**config.mk**
```make
export PLATFORM = sky130hd
export DESIGN_NAME = strict_utf8_decoder_top
export DESIGN_NICKNAME = d
export VERILOG_FILES = /design/src/hdl/su8d_pkg.sv /design/src/hdl/strict_utf8_decoder_top.sv /design/src/hdl/su8d_in_reg.sv /design/src/hdl/su8d_decode.sv /design/src/hdl/su8d_out_reg.sv
export VERILOG_INCLUDE_DIRS = /design/src /design/src/hdl
export SDC_FILE = /design/constraint.sdc
export NUM_CORES = 1
export LEC_CHECK = 0
export BUFFER_PORTS_ARGS = -buffer_cell sky130_fd_sc_hd__buf_4
export CAP_MARGIN = 5
export CORE_ASPECT_RATIO = 0.75
export CORE_MARGIN = 4
export CORE_UTILIZATION = 53
export CTS_CLUSTER_SIZE = 10
export DETAILED_ROUTE_END_ITERATION = 10
export PLACE_DENSITY = 0.86
export SLEW_MARGIN = 25
export SYNTH_ARGS = -nofsm -noshare
export SYNTH_HDL_FRONTEND = slang
export SYNTH_SLANG_ARGS = --single-unit
```
**constraint.sdc**
```tcl
create_clock -name i_clk -period 2.65 [get_ports i_clk]
set_input_delay 0.3975 -clock i_clk [delete_from_list [all_inputs] [get_ports i_clk]]
set_output_delay 0.3975 -clock i_clk [all_outputs]
set_load 0.02 [all_outputs]
```
**src/hdl/strict_utf8_decoder_top_macros.svh**
```systemverilog
// assertion macros used by the su8d_decode module
`ifndef STRICT_UTF8_DECODER_TOP_MACROS_SVH
`define STRICT_UTF8_DECODER_TOP_MACROS_SVH

// implication in the same cycle
`define SU8D_ASSERT_IMPL(label, clk, rst_n, ante, cons, msg) \
    label: assert property (@(posedge clk) disable iff (!rst_n) (ante) |-> (cons)) \
        else $error(msg);

// implication into the next cycle
`define SU8D_ASSERT_NEXT(label, clk, rst_n, ante, cons, msg) \
    label: assert property (@(posedge clk) disable iff (!rst_n) (ante) |=> (cons)) \
        else $error(msg);

`endif

```
**src/hdl/su8d_pkg.sv**
```systemverilog
`timescale 1ns / 1ps

package su8d_pkg;

    localparam int unsigned CP_W = 21;

    // byte classes
    localparam logic [7:0] ASCII_MAX = 8'h7f;
    localparam logic [7:0] LEAD2_MIN = 8'hc2;
    localparam logic [7:0] LEAD2_MAX = 8'hdf;
    localparam logic [7:0] LEAD3_MIN = 8'he0;
    localparam logic [7:0] LEAD4_MIN = 8'hf0;
    localparam logic [7:0] LEAD4_MAX = 8'hf4;
    localparam logic [1:0] CONT_TAG  = 2'b10;

    // sequence lengths
    localparam logic [2:0] SEQ_NONE = 3'd0;
    localparam logic [2:0] SEQ_TWO  = 3'd2;
    localparam logic [2:0] SEQ_THREE = 3'd3;
    localparam logic [2:0] SEQ_FOUR = 3'd4;

    // scalar value limits
    localparam logic [CP_W-1:0] MIN_THREE = 21'h000800;
    localparam logic [CP_W-1:0] MIN_FOUR  = 21'h010000;
    localparam logic [CP_W-1:0] SURR_LO   = 21'h00d800;
    localparam logic [CP_W-1:0] SURR_HI   = 21'h00dfff;
    localparam logic [CP_W-1:0] CP_MAX    = 21'h10ffff;

    typedef struct packed {
        logic [7:0] data_byte;
        logic       final_byte;
    } t_item;

    typedef struct packed {
        logic            has_point;
        logic [CP_W-1:0] code_point;
        logic            end_of_text;
        logic            text_ok;
    } t_result;

    // rejects overlong forms, surrogates and values beyond the last plane
    function automatic logic point_ok(input logic [2:0] len, input logic [CP_W-1:0] p);
        logic ok;
        ok = 1'b1;
        if (len == SEQ_THREE && p < MIN_THREE) ok = 1'b0;
        if (len == SEQ_FOUR && p < MIN_FOUR) ok = 1'b0;
        if (p >= SURR_LO && p <= SURR_HI) ok = 1'b0;
        if (p > CP_MAX) ok = 1'b0;
        return ok;
    endfunction

endpackage

```
**src/hdl/strict_utf8_decoder_top.sv**
```systemverilog
// strict utf-8 decoder, one byte per item
// a byte waits in the input register and is decoded when the result register
//   has room; any result item it gives is registered there
// throughput: 1 byte per cycle unless the output stalls; the decode step
//   between input and result registers updates the sequence state once per byte
// reset: synchronous active low, empties both registers and clears decoder state
`timescale 1ns / 1ps

module strict_utf8_decoder_top (
    input  logic        i_clk,
    input  logic        i_rst_n,
    input  logic        i_valid,
    output logic        o_ready,
    input  logic [7:0]  i_data_byte,
    input  logic        i_final_byte,
    output logic        o_valid,
    input  logic        i_ready,
    output logic        o_has_point,
    output logic [20:0] o_code_point,
    output logic        o_end_of_text,
    output logic        o_text_ok
);

    su8d_pkg::t_item   w_in_item;
    su8d_pkg::t_item   w_held_item;
    su8d_pkg::t_result w_dec_result;
    su8d_pkg::t_result w_out_result;
    logic              w_held_valid;
    logic              w_can_take;
    logic              w_fire;
    logic              w_emit;

    assign w_in_item.data_byte  = i_data_byte;
    assign w_in_item.final_byte = i_final_byte;

    // a held item is decoded when the result register has room
    assign w_fire = w_held_valid && w_can_take;

    su8d_in_reg u_in_reg (
        .i_clk   (i_clk),
        .i_rst_n (i_rst_n),
        .i_valid (i_valid),
        .o_ready (o_ready),
        .i_item  (w_in_item),
        .i_take  (w_fire),
        .o_valid (w_held_valid),
        .o_item  (w_held_item)
    );

    su8d_decode u_decode (
        .i_clk    (i_clk),
        .i_rst_n  (i_rst_n),
        .i_fire   (w_fire),
        .i_item   (w_held_item),
        .o_emit   (w_emit),
        .o_result (w_dec_result)
    );

    su8d_out_reg u_out_reg (
        .i_clk      (i_clk),
        .i_rst_n    (i_rst_n),
        .i_load     (w_fire && w_emit),
        .i_result   (w_dec_result),
        .o_can_take (w_can_take),
        .o_valid    (o_valid),
        .i_ready    (i_ready),
        .o_result   (w_out_result)
    );

    assign o_has_point   = w_out_result.has_point;
    assign o_code_point  = w_out_result.code_point;
    assign o_end_of_text = w_out_result.end_of_text;
    assign o_text_ok     = w_out_result.text_ok;

endmodule

```
**src/hdl/su8d_in_reg.sv**
```systemverilog
`timescale 1ns / 1ps

module su8d_in_reg (
    input  logic           i_clk,
    input  logic           i_rst_n,
    input  logic           i_valid,
    output logic           o_ready,
    input  su8d_pkg::t_item i_item,
    input  logic           i_take,
    output logic           o_valid,
    output su8d_pkg::t_item o_item
);

    logic            r_valid;
    su8d_pkg::t_item r_item;

    // room when empty or when the held item moves on this cycle
    assign o_ready = !r_valid || i_take;

    // valid flag
    always_ff @(posedge i_clk) begin
        if (!i_rst_n) begin
            r_valid <= 1'b0;
        end else if (i_valid && o_ready) begin
            r_valid <= 1'b1;
        end else if (i_take) begin
            r_valid <= 1'b0;
        end
    end

    // held item
    always_ff @(posedge i_clk) begin
        if (i_valid && o_ready) begin
            r_item <= i_item;
        end
    end

    assign o_valid = r_valid;
    assign o_item  = r_item;

endmodule

```
**src/hdl/su8d_decode.sv**
```systemverilog
`timescale 1ns / 1ps
`include "strict_utf8_decoder_top_macros.svh"

module su8d_decode (
    input  logic             i_clk,
    input  logic             i_rst_n,
    input  logic             i_fire,
    input  su8d_pkg::t_item  i_item,
    output logic             o_emit,
    output su8d_pkg::t_result o_result
);

    logic [1:0]                r_pending, n_pending;
    logic [2:0]                r_len, n_len;
    logic [su8d_pkg::CP_W-1:0] r_partial, n_partial;
    logic                      r_failed, n_failed;
    logic                      w_hp;
    logic [su8d_pkg::CP_W-1:0] w_cp;
    logic [su8d_pkg::CP_W-1:0] w_shifted;
    logic [7:0]                w_b;

    assign w_b       = i_item.data_byte;
    assign w_shifted = {r_partial[su8d_pkg::CP_W-7:0], w_b[5:0]};

    // byte decode and state update
    always_comb begin
        n_pending = r_pending;
        n_len     = r_len;
        n_partial = r_partial;
        n_failed  = r_failed;
        w_hp      = 1'b0;
        w_cp      = '0;
        if (!r_failed) begin
            if (r_pending == 2'd0) begin
                if (w_b == 8'h00) begin
                    n_failed = 1'b1;
                end else if (w_b <= su8d_pkg::ASCII_MAX) begin
                    w_hp = 1'b1;
                    w_cp = {13'd0, w_b};
                end else if (w_b >= su8d_pkg::LEAD2_MIN && w_b <= su8d_pkg::LEAD2_MAX) begin
                    n_pending = 2'd1;
                    n_len     = su8d_pkg::SEQ_TWO;
                    n_partial = {16'd0, w_b[4:0]};
                end else if (w_b >= su8d_pkg::LEAD3_MIN && w_b < su8d_pkg::LEAD4_MIN) begin
                    n_pending = 2'd2;
                    n_len     = su8d_pkg::SEQ_THREE;
                    n_partial = {17'd0, w_b[3:0]};
                end else if (w_b >= su8d_pkg::LEAD4_MIN && w_b <= su8d_pkg::LEAD4_MAX) begin
                    n_pending = 2'd3;
                    n_len     = su8d_pkg::SEQ_FOUR;
                    n_partial = {18'd0, w_b[2:0]};
                end else begin
                    n_failed = 1'b1;
                end
            end else begin
                if (w_b[7:6] != su8d_pkg::CONT_TAG) begin
                    n_failed = 1'b1;
                end else begin
                    n_partial = w_shifted;
                    n_pending = r_pending - 2'd1;
                    if (r_pending == 2'd1) begin
                        if (su8d_pkg::point_ok(r_len, w_shifted)) begin
                            w_hp = 1'b1;
                            w_cp = w_shifted;
                        end else begin
                            n_failed = 1'b1;
                        end
                        n_len     = su8d_pkg::SEQ_NONE;
                        n_partial = '0;
                    end
                end
            end
        end

        // end of text: a cut-off sequence fails, then all state clears
        o_result.has_point   = w_hp;
        o_result.code_point  = w_cp;
        o_result.end_of_text = i_item.final_byte;
        o_result.text_ok     = 1'b0;
        if (i_item.final_byte) begin
            if (n_pending != 2'd0) n_failed = 1'b1;
            o_result.text_ok = !n_failed;
            n_pending = 2'd0;
            n_len     = su8d_pkg::SEQ_NONE;
            n_partial = '0;
            n_failed  = 1'b0;
        end
        o_emit = i_item.final_byte || w_hp;
    end

    // decoder state
    always_ff @(posedge i_clk) begin
        if (!i_rst_n) begin
            r_pending <= 2'd0;
            r_len     <= su8d_pkg::SEQ_NONE;
            r_partial <= '0;
            r_failed  <= 1'b0;
        end else if (i_fire) begin
            r_pending <= n_pending;
            r_len     <= n_len;
            r_partial <= n_partial;
            r_failed  <= n_failed;
        end
    end

    // checks
    `SU8D_ASSERT_IMPL(a_mid_text_has_point, i_clk, i_rst_n,
        i_fire && o_emit && !o_result.end_of_text, o_result.has_point,
        "mid-text item emitted without a point")
    `SU8D_ASSERT_IMPL(a_empty_point_zero, i_clk, i_rst_n,
        !o_result.has_point, o_result.code_point == '0,
        "code point not zero without a point")
    `SU8D_ASSERT_NEXT(a_final_clears, i_clk, i_rst_n,
        i_fire && i_item.final_byte,
        r_pending == 2'd0 && !r_failed && r_partial == '0,
        "state not cleared after final byte")
    `SU8D_ASSERT_IMPL(a_failed_silent, i_clk, i_rst_n,
        i_fire && r_failed && !i_item.final_byte, !o_emit,
        "failed text still emitting")

endmodule

```
**src/hdl/su8d_out_reg.sv**
```systemverilog
`timescale 1ns / 1ps

module su8d_out_reg (
    input  logic              i_clk,
    input  logic              i_rst_n,
    input  logic              i_load,
    input  su8d_pkg::t_result i_result,
    output logic              o_can_take,
    output logic              o_valid,
    input  logic              i_ready,
    output su8d_pkg::t_result o_result
);

    logic              r_valid;
    su8d_pkg::t_result r_result;

    // free when empty or drained this cycle
    assign o_can_take = !r_valid || i_ready;

    // valid flag
    always_ff @(posedge i_clk) begin
        if (!i_rst_n) begin
            r_valid <= 1'b0;
        end else if (i_load) begin
            r_valid <= 1'b1;
        end else if (i_ready) begin
            r_valid <= 1'b0;
        end
    end

    // result item
    always_ff @(posedge i_clk) begin
        if (i_load) begin
            r_result <= i_result;
        end
    end

    assign o_valid  = r_valid;
    assign o_result = r_result;

endmodule

```
==> flow_metrics.py <==
metrics = {
    "cts": {
        "clk_latency_ns": 0.32,
        "ctsResizeCount": 0,
        "cts_tree": "built",
        "cts_root_buf": "clkbuf_8",
        "clk_pin_slew_ns": 0.11,
        "numCtsBuffers": 5,
        "ctsHtreeMaxLevel": 2,
        "cts_max_path_buffers": 2,
        "hold_buffers": 0,
        "clock-sinks": 56,
        "post-cts-setup-buffers": 0,
    },
    "final_layout": {
        "area_growth_pct": 19.3,
        "fill_cells": 369,
        "nets": 286,
        "num_antenna_cells": 0,
        "drive_gt1_share_pct": 21.3,
    },
    "power_and_ir_drop": {
        "combPwrFrac_pct": 10.4,
        "internal-power_mw": 1.22,
        "cellLeakagePower_nw": 1.10,
        "p_per_area_nw_per_um2": 548,
        "power.share.clock_pct": 30.4,
        "ir_drop_mv": 0.317,
        "switchingPower_uw": 422,
        "power_frac_seq_pct": 59.2,
        "power_mw": 1.64,
        "p_sw_share_pct": 25.7,
    },
    "routing": {
        "routed_wl_um": 5270,
        "num_vias": 1884,
        "highest_layer": "met4",
        "drc": 0,
        "vias_per_cell": 5.73,
        "wl_met2_um": 2370,
        "routed-wl-met3_um": 507,
        "wire_per_inst_um": 16.0,
        "m1WireLength_um": 2320,
        "antenna_left": 0,
        "drtIter0Drc": 168,
        "drt-pass1-iter-count": 5,
    },
    "global_routing": {
        "grt_pass1_wl_um": 8350,
        "grt_pass1_vias": 1732,
        "grt_remaining_overflow": 0,
        "antenna_found_initial": 0,
        "grt_usage_pct": 18.7,
        "grt_max_degree": 23,
    },
    "timing": {
        "fin_crit_sh_pct": 92.5,
        "drv_slew": 0,
        "period_minus_slack_ns": 2.45,
        "whs_ns": 0.243,
        "relSlewSlack_pct": 63.9,
        "tightestPinTransition_ns": 0.539,
        "fin_skew_ns": 0.0140,
        "setup_violations": 0,
        "report.final.hold_viol_count": 0,
        "rsz0062_at_grt": "no",
        "setup-tns-final_ns": 0,
        "fmax_mhz": 408,
    },
    "synthesis": {
        "yosys.area.top_type_share_pct": 39.5,
        "synth.net_count": 242,
        "synthArstFlopShare_pct": 0,
        "ys_warn_count": 0,
        "synth_top_family_by_area": "simple AND/OR/NAND/NOR gates",
        "synth_common_cells": "nand2_1 (36), edfxtp_1 (33), and2_1 (23), dfxtp_1 (23), mux2i_1 (15)",
        "synth_area_um2": 2510,
        "yosys.cell_count.top_type": "nand2_1",
        "yosys-top-cells-area": "edfxtp_1 (40%), dfxtp_1 (18%), mux2i_1 (6.0%), and2_1 (5.7%), nand2_1 (5.4%)",
        "yosysSeqAreaShare_pct": 57.9,
        "synth-simple-area-share_pct": 20.3,
        "yosys.area.top_type": "edfxtp_1",
        "synthCells": 227,
        "syn_avg_cell_area_um2": 11.0,
        "synth_adder_area_share_pct": 0.999,
        "ys_seq_elements": 56,
        "synth_mux_area_share_pct": 5.99,
        "yosysUniqueCellTypes": 44,
        "synth_compound_area_share_pct": 11.5,
        "synth_edf_count": 33,
        "ys.flop_type": "edfxtp_1",
        "synthXorXnorAreaFrac_pct": 0.699,
    },
    "die": {
        "dieArea_um2": 5900,
        "rows": 21,
        "die_w_um": 87.4,
        "io_pins": 39,
        "start_util_pct": 55.5,
        "coreArea_um2": 4520,
        "die_h_um": 67.6,
    },
    "critical_path": {
        "crit_type": "register to register",
        "worst-path-buf-inv": 1,
        "cp_max_fo": 20,
        "max_stage_delay_ns": 0.61,
        "crit_path_start_kind": "register",
        "cp.arrival_ns": 2.53,
        "slowest_stage": "or4_4",
        "cp_cell_sequence": "or4_4 -> nor4_2 -> nand2b_1 -> o21ai_1 -> o21a_1 -> buf_12",
        "cp-end-kind": "register",
        "crit_required_ns": 2.73,
        "critPathTopFamily": "simple AND/OR/NAND/NOR gates",
    },
    "job": {
        "maxCapViolCount": 0,
    },
    "status": {
        "status": "finished clean",
    },
    "min_path": {
        "hold_path.class": "input pin to register",
    },
    "place": {
        "routabilityCongestion": 0.950,
        "portBuffers": 38,
        "dp_hpwl_um": 3740,
    },
}
## worst register-to-register path, stage by stage (launching register included)
cell,delay [ns]
edfxtp_1,0.47
or4_4,0.61
nor4_2,0.19
nand2b_1,0.18
o21ai_1,0.21
o21a_1,0.34
buf_12,0.20
## worst paths after layout
path	from	endpoint	slack [ns]	cells past startpoint
max	u_in_reg.o_item[2]$_DFFE_PP_	u_out_reg.o_result[21]$_SDFFCE_PP0P_	0.20	6
max reg2reg	u_in_reg.o_item[2]$_DFFE_PP_	u_out_reg.o_result[21]$_SDFFCE_PP0P_	0.20	6
min reg2reg	u_decode.r_partial[12]$_SDFFE_PN0P_	u_decode.r_partial[12]$_SDFFE_PN0P_	0.48	2
min	i_data_byte[7]	u_in_reg.o_item[8]$_DFFE_PP_	0.24	1
## per-layer routing
metal	track usage, %	vias up
li1	-	902
met1	26.6	875
met2	28.3	99
met3	3.29	8
met4	7.85	0
met5	0	-
## power groups by stage
stage / Clock (mW) / Combinational, mW / Sequential [mW]
final: 0.498 / 0.170 / 0.970
after global routing: 0.536 / 0.183 / 0.973
after CTS: 0.502 / 0.170 / 0.969
after detailed placement: 0 / 0.169 / 0.989
after floorplan: 0 / 0.0886 / 1.00
after global placement: 0 / 0.166 / 0.987
## state kept, by name, summed over array words and instances, names as in the netlist
register            cells
u_decode.r_len          3
u_in_reg.o_item         9
u_decode.r_pending      2
u_in_reg.o_valid        1
u_decode.r_failed       1
u_out_reg.o_valid       1
u_decode.r_partial     15
u_out_reg.o_result     24
## cell families after synthesis
| group | after synthesis |
|---|---|
| AO/OA/AOI/OAI | 37 |
| XOR/XNOR | 2 |
| adder cells (fa/ha/maj) | 2 |
| buffers and inverters | 15 |
| flip-flops | 56 |
| multiplexers | 15 |
| AND/OR/NAND/NOR | 100 |
## cells in the final DEF, fill, tap and decap left out, drive strengths merged, types with 2 or more instances in the layout
cell	count
a21oi	7
a31oi	2
a32o	2
and2	23
buf	45
clkbuf	5
dfxtp	23
edfxtp	33
ha	2
inv	8
mux2i	15
nand2	36
nand2b	4
nand3	2
nand4	3
nor2	13
nor2b	7
nor3	4
nor3b	2
nor4	3
o211ai	3
o21a	2
o21ai	6
o22ai	3
xnor2	2
## per-stage QoR
step | cell area (µm²) | utilization, % | worst slack [ns] | cells
5_1_grt | 2990 | 66.2 | 0.0779 | 329
2_1_floorplan | 2510 | - | 0.231 | 227
4_1_cts | 2980 | 66.0 | 0.152 | 329
6_report | 2990 | 66.2 | 0.198 | 329
3_3_place_gp | 2890 | 63.9 | 0.323 | 321
3_5_place_dp | 2890 | 63.9 | 0.166 | 321
## layout make-up
cell class	instances	area, µm²	share of cell area (%)
Sequential cell	56	1450	48.5
Multi-Input combinational cell	156	995	33.3
Timing Repair Buffer	45	350	11.7
Tap cell	57	71.3	2.38
Clock buffer	5	68.8	2.30
Clock inverter	3	27.5	0.921
Inverter	7	26.3	0.879
(Power assumes the default switching activity.)
